===== src/sv/stbs_pkg.sv =====
// shared types and constants for the sorted table binary search block
// no dependencies
package stbs_pkg;

  localparam int TABLE_DEPTH = 1024;
  localparam int ADDR_W      = (TABLE_DEPTH > 1) ? $clog2(TABLE_DEPTH) : 1;
  localparam int CNT_W       = $clog2(TABLE_DEPTH + 1);

  localparam int KEY_W      = 64;
  localparam int SLOT_W     = 10;
  localparam int POS_W      = 10;
  localparam int ENTRIES_W  = 11;
  localparam int IN_DATA_W  = 80;
  localparam int OUT_DATA_W = 16;

  localparam int APB_ADDR_W = 3;
  localparam int APB_DATA_W = 32;

  localparam logic CMD_LOAD   = 1'b0;
  localparam logic CMD_SEARCH = 1'b1;

  localparam logic REG_ENTRIES = 1'b0;

  typedef enum logic [1:0] {
    ST_IDLE,
    ST_START,
    ST_PROBE
  } state_t;

  typedef struct packed {
    logic write;
    logic start;
    logic step;
    logic rd_en;
    logic out_load;
    logic out_found;
  } dp_cmd_t;

  typedef struct packed {
    logic range_empty;
    logic step_empty;
    logic hit;
    logic out_busy;
  } dp_status_t;

endpackage


===== src/sv/stbs_ctrl.sv =====
// search sequencer: accepts words, starts searches, steps probes, hands off results
// depends on stbs_pkg
module stbs_ctrl
  import stbs_pkg::*;
(
  input  logic       clk,
  input  logic       rst,
  input  logic       in_valid,
  input  logic       in_cmd,
  output logic       in_ready,
  input  dp_status_t status,
  output dp_cmd_t    cmd
);

  state_t state;
  state_t state_next;

  always_ff @(posedge clk) begin
    if (rst) begin
      state <= ST_IDLE;
    end else begin
      state <= state_next;
    end
  end

  always_comb begin
    state_next = state;
    unique case (state)
      ST_IDLE: begin
        if (in_valid && in_cmd == CMD_SEARCH) begin
          state_next = ST_START;
        end
      end
      ST_START: begin
        if (status.range_empty) begin
          if (!status.out_busy) begin
            state_next = ST_IDLE;
          end
        end else begin
          state_next = ST_PROBE;
        end
      end
      ST_PROBE: begin
        if (status.hit) begin
          if (!status.out_busy) begin
            state_next = ST_IDLE;
          end
        end else if (status.step_empty) begin
          state_next = ST_START;
        end
      end
      default: state_next = ST_IDLE;
    endcase
  end

  always_comb begin
    in_ready = 1'b0;
    cmd      = '0;
    unique case (state)
      ST_IDLE: begin
        in_ready  = 1'b1;
        cmd.write = in_valid && in_cmd == CMD_LOAD;
        cmd.start = in_valid && in_cmd == CMD_SEARCH;
      end
      ST_START: begin
        if (status.range_empty) begin
          cmd.out_load = !status.out_busy;
        end else begin
          cmd.rd_en = 1'b1;
        end
      end
      ST_PROBE: begin
        if (status.hit) begin
          cmd.out_load  = !status.out_busy;
          cmd.out_found = 1'b1;
        end else begin
          cmd.step  = 1'b1;
          cmd.rd_en = !status.step_empty;
        end
      end
      default: begin
        in_ready = 1'b0;
      end
    endcase
  end

endmodule


===== config.mk =====
export PLATFORM = sky130hd
export DESIGN_NAME = stbs_ctrl
export DESIGN_NICKNAME = d
export VERILOG_FILES = /design/src/sv/stbs_pkg.sv /design/src/sv/stbs_ctrl.sv
export SDC_FILE = /design/constraint.sdc
export NUM_CORES = 1
export LEC_CHECK = 0
export ABC_AREA = 1
export BUFFER_PORTS_ARGS = -buffer_cell sky130_fd_sc_hd__buf_2
export CAP_MARGIN = 40
export CORE_AREA = 2 2 39 41
export DETAILED_ROUTE_END_ITERATION = 8
export DIE_AREA = 0 0 41 43
export GPL_TIMING_DRIVEN = 0
export HOLD_SLACK_MARGIN = 0.1
export PLACE_DENSITY_LB_ADDON = 0.12
export SLEW_MARGIN = 20
export SYNTH_ARGS = -nofsm -noshare
export SYNTH_HDL_FRONTEND = slang
export SYNTH_SLANG_ARGS = --single-unit
export TNS_END_PERCENT = 100

===== constraint.sdc =====
create_clock -name clk -period 2.76 [get_ports clk]
set_clock_uncertainty 0.1 [all_clocks]
set_input_delay 0.552 -clock clk [delete_from_list [all_inputs] [get_ports clk]]
set_output_delay 0.552 -clock clk [all_outputs]
set_load 0.02 [all_outputs]

[Word-level counts from Yosys, hierarchy flattened]
Index checks and enable logic that the tools add are counted.
Storage, ports and cells
  bits of input ports: 8
  word-level logic and storage cells: 27
  register bits: 2
  output and inout bits: 7
Cells by class
  multiplexer cells: 15
  bitwise gates (word level): 1
  reduce and logical (&&, ||, !) cells: 6
  eq/ne operators: 4
Operator list (number)
  2-to-1 mux 2 bit: 8
  case mux 2 bit (3 select lines): 1
  2-to-1 mux 1 bit: 5
  case mux 2 bit (2 select lines): 1
  inequality test 3 bit, second input constant: 1
  == test 2 x 1 -> 1 bit, second input constant: 1
  == test 2 bit, second input constant: 1
  logical AND 1 bit: 2
  logical NOT 1 bit: 2
  logical NOT 2 bit: 1
  inequality test 2 bit, second input constant: 1
  AND reduction 2 bit: 1
  inverter 1 bit: 1

[Logic depth before layout (Yosys ltp)]
  depth in word-level cells: 3
  depth in mapped cells: 8
  mapped depth without buffers: 8

[Least setup slack after synthesis]
OpenSTA, ideal clock, no wires.
  path kind: register to output
  from: register state[0]
  to: output cmd[1] (netlist name)
  data required time: 2.108 ns
  stages on the path, launching flop included: 5
  arrival: 1.262 ns
  buffers on the path: 0
  slack: 0.846 ns
  cell sequence: dfxtp_1 > inv_1 > ha_1 > inv_1 > a211oi_1
RTL lines
  from (decl): RTL line stbs_ctrl.sv:15  | state_t state;
  from (signal assigned): RTL line stbs_ctrl.sv:22  | state <= state_next;
  to (decl): RTL line stbs_ctrl.sv:12  | output dp_cmd_t cmd

==> reports/results.ini <==
[power_and_ir_drop]
p_leak_nw = 0.241
switching_share_pct = 33.2
switching_power_mw = 0.0489
power_frac_clock_pct = 42.8
irDropWorstVdd_v = 0.000158
cellInternalPower_mw = 0.0983
combinationalPowerShare_pct = 33.8
p_seq_share_pct = 23.4
power_density_nw_per_um2 = 396

[final_layout]
area_growth_pct = 43.5
nets = 79
stdcell_count = 81
final_common_cell = nand2_1
largest_reg_flops = 2
fin_area_um2 = 372
largestRegisters = state (2)
antennaDiodeCount = 0
final.fill_count = 175
layout_common_cells = nand2_1 (18), buf_2 (14), inv_1 (11)
regMostFlops = state
drive_above_1_share_pct = 27.7

[routing]
routed_wl_um = 595
drt_pre_antenna_iters = 2
route.antenna.remaining_nets = 0
wl_per_cell_um = 7.35
viasPerCell = 3.94
via_count = 319
drc = 0
drtIter0Drc = 4

[critical_path]
start_kind = flip-flop
crit_required_ns = 2.11
path_max_fanout = 5
reg2reg_from = state[0]
crit_path_start = state[0]
critical-path-top-delay-family = flip-flops
crit_buf_inv = 2
arrival_ns = 1.36
cpMaxStageDelayCell = dfxtp_1
worst-setup-path-type = reg -> out
crit_chain = inv_1 -> ha_1 -> nand2_1 -> a211oi_1 -> buf_2
end_kind = output pin
slowest_delay_ns = 0.34

[logic_synthesis]
syn_nets = 60
synth_cell_types = 9
synth_top_area_cell = nand2_1
synth-warning-count = 0
ys_ff_latch = 2
synth_seq_area_share_pct = 15.5
synth.avg_cell_area_um2 = 5.40
synthCells = 48
netlist_top_cells_area = nand2_1 (26%), ha_1 (19%), inv_1 (16%)
synth_top_area_share_pct = 26.1
synth_area_um2 = 259

[sta]
final-setup-viol-count = 0
worst_slew_pin_slew_ns = 0.171
drv_slew = 0
fmax_mhz = 498
fin_crit_ns = 2.01
whs_ns = 0.399
rsz0062_at_grt = false
worst_slack_ns = 0.750
final_hold_viol_count = 0
setup-tns-final_ns = 0
fin_crit_sh_pct = 72.8
slew_headroom_pct = 88.6

[grt]
grt_pass1_wl_um = 890
track_usage_pct = 7.41
grt_max_degree = 6
antenna_found_initial = 0
grt-ovfl-total = 0
grt_pass1_vias = 262

[floorplanning]
die_x_um = 41
rows = 14
core-area_um2 = 1380
die-area_um2 = 1760
fp.dieH_um = 43
io_pins = 15
start_util_pct = 18.7

[clocking]
clockBufferDepth = 2
cts_root_buf = clkbuf_4
cts_tree = built
post_cts_buffers = 0
cts_hold_buf = 0
cts_resized = 0
clk_pin_slew_worst_paths_ns = 0.03
cts_made_buffers = 3
h-tree-depth = 1
clkSinkCount = 2
clkLatencyLatePin_ns = 0.22

[place]
dpl_cell_area_um2 = 349
gp_congestion = 0.671
portBuffers = 14
dp_slack_ns = 0.923
dpl.hpwl_um = 514
dp.cells = 78

[worst_hold_path]
hold_class = in -> reg
min-delay-start = rst

[outcome]
run_status = finished clean

[job]
cap_violations = 0

## cell type report
cell class / count / area, um^2 / share of cell area, %
Sequential cell: 2 / 40.0 / 10.8
Tap cell: 16 / 20.0 / 5.39
Clock buffer: 3 / 22.5 / 6.06
Multi-Input combinational cell: 35 / 178 / 47.8
Timing Repair Buffer: 14 / 70.1 / 18.9
Inverter: 11 / 41.3 / 11.1
## logic make-up after synthesis
family          Yosys count  share of synthesized area (%)
simple gates             27                           40.6
compound gates            4                           8.70
fa+ha+maj                 4                           19.3
buf+inv                  11                           15.9
flops                     2                           15.5
## worst reg2reg max path, stage by stage, from the launching register on
cell	delay, ns
dfxtp_1	0.39
inv_1	0.09
ha_1	0.24
nand2_1	0.13
nand2_1	0.07
nand3_1	0.08
nor2_1	0.04
nor2_1	0.09
nor2_1	0.04
## worst paths after layout
check,to,slack (ns),cells after the start
setup / recovery,cmd[1],0.75,5
hold / removal,state[0],0.40,2
setup reg to reg,state[1],1.39,8
hold reg to reg,state[0],0.42,2
## per-stage QoR
stage | util, % | total power, mW
2_1_floorplan | - | 0.0690
3_3_place_gp | 25.2 | 0.0857
3_5_place_dp | 25.2 | 0.0855
4_1_cts | 26.9 | 0.154
5_1_grt | 26.9 | 0.160
6_report | 26.9 | 0.147
## cells in the mapped netlist
cell and number:
a21oi_1 3, a211oi_1 1, dfxtp_1 2, ha_1 4
nor2_1 7, nand2_1 18, nand2_2 1, nand3_1 1
inv_1 11
## power groups by stage
stage	sequential [mW]	combinational, mW	clock, mW
after floorplan	0.0342	0.0348	0
after global placement	0.0352	0.0504	0
after detailed placement	0.0351	0.0504	0
after CTS	0.0347	0.0506	0.0685
after global routing	0.0351	0.0575	0.0675
final	0.0345	0.0497	0.0630
## per-layer routing
layer | routed length (um) | part of all wire (%) | track usage (%)
met1 | 271 | 46 | 8.63
met2 | 308 | 52 | 11.9
met3 | 16 | 2.7 | 0
met4 | 0 | 0 | 6.00
met5 | 0 | 0 | 0
Power figures use the tool's default switching activity.
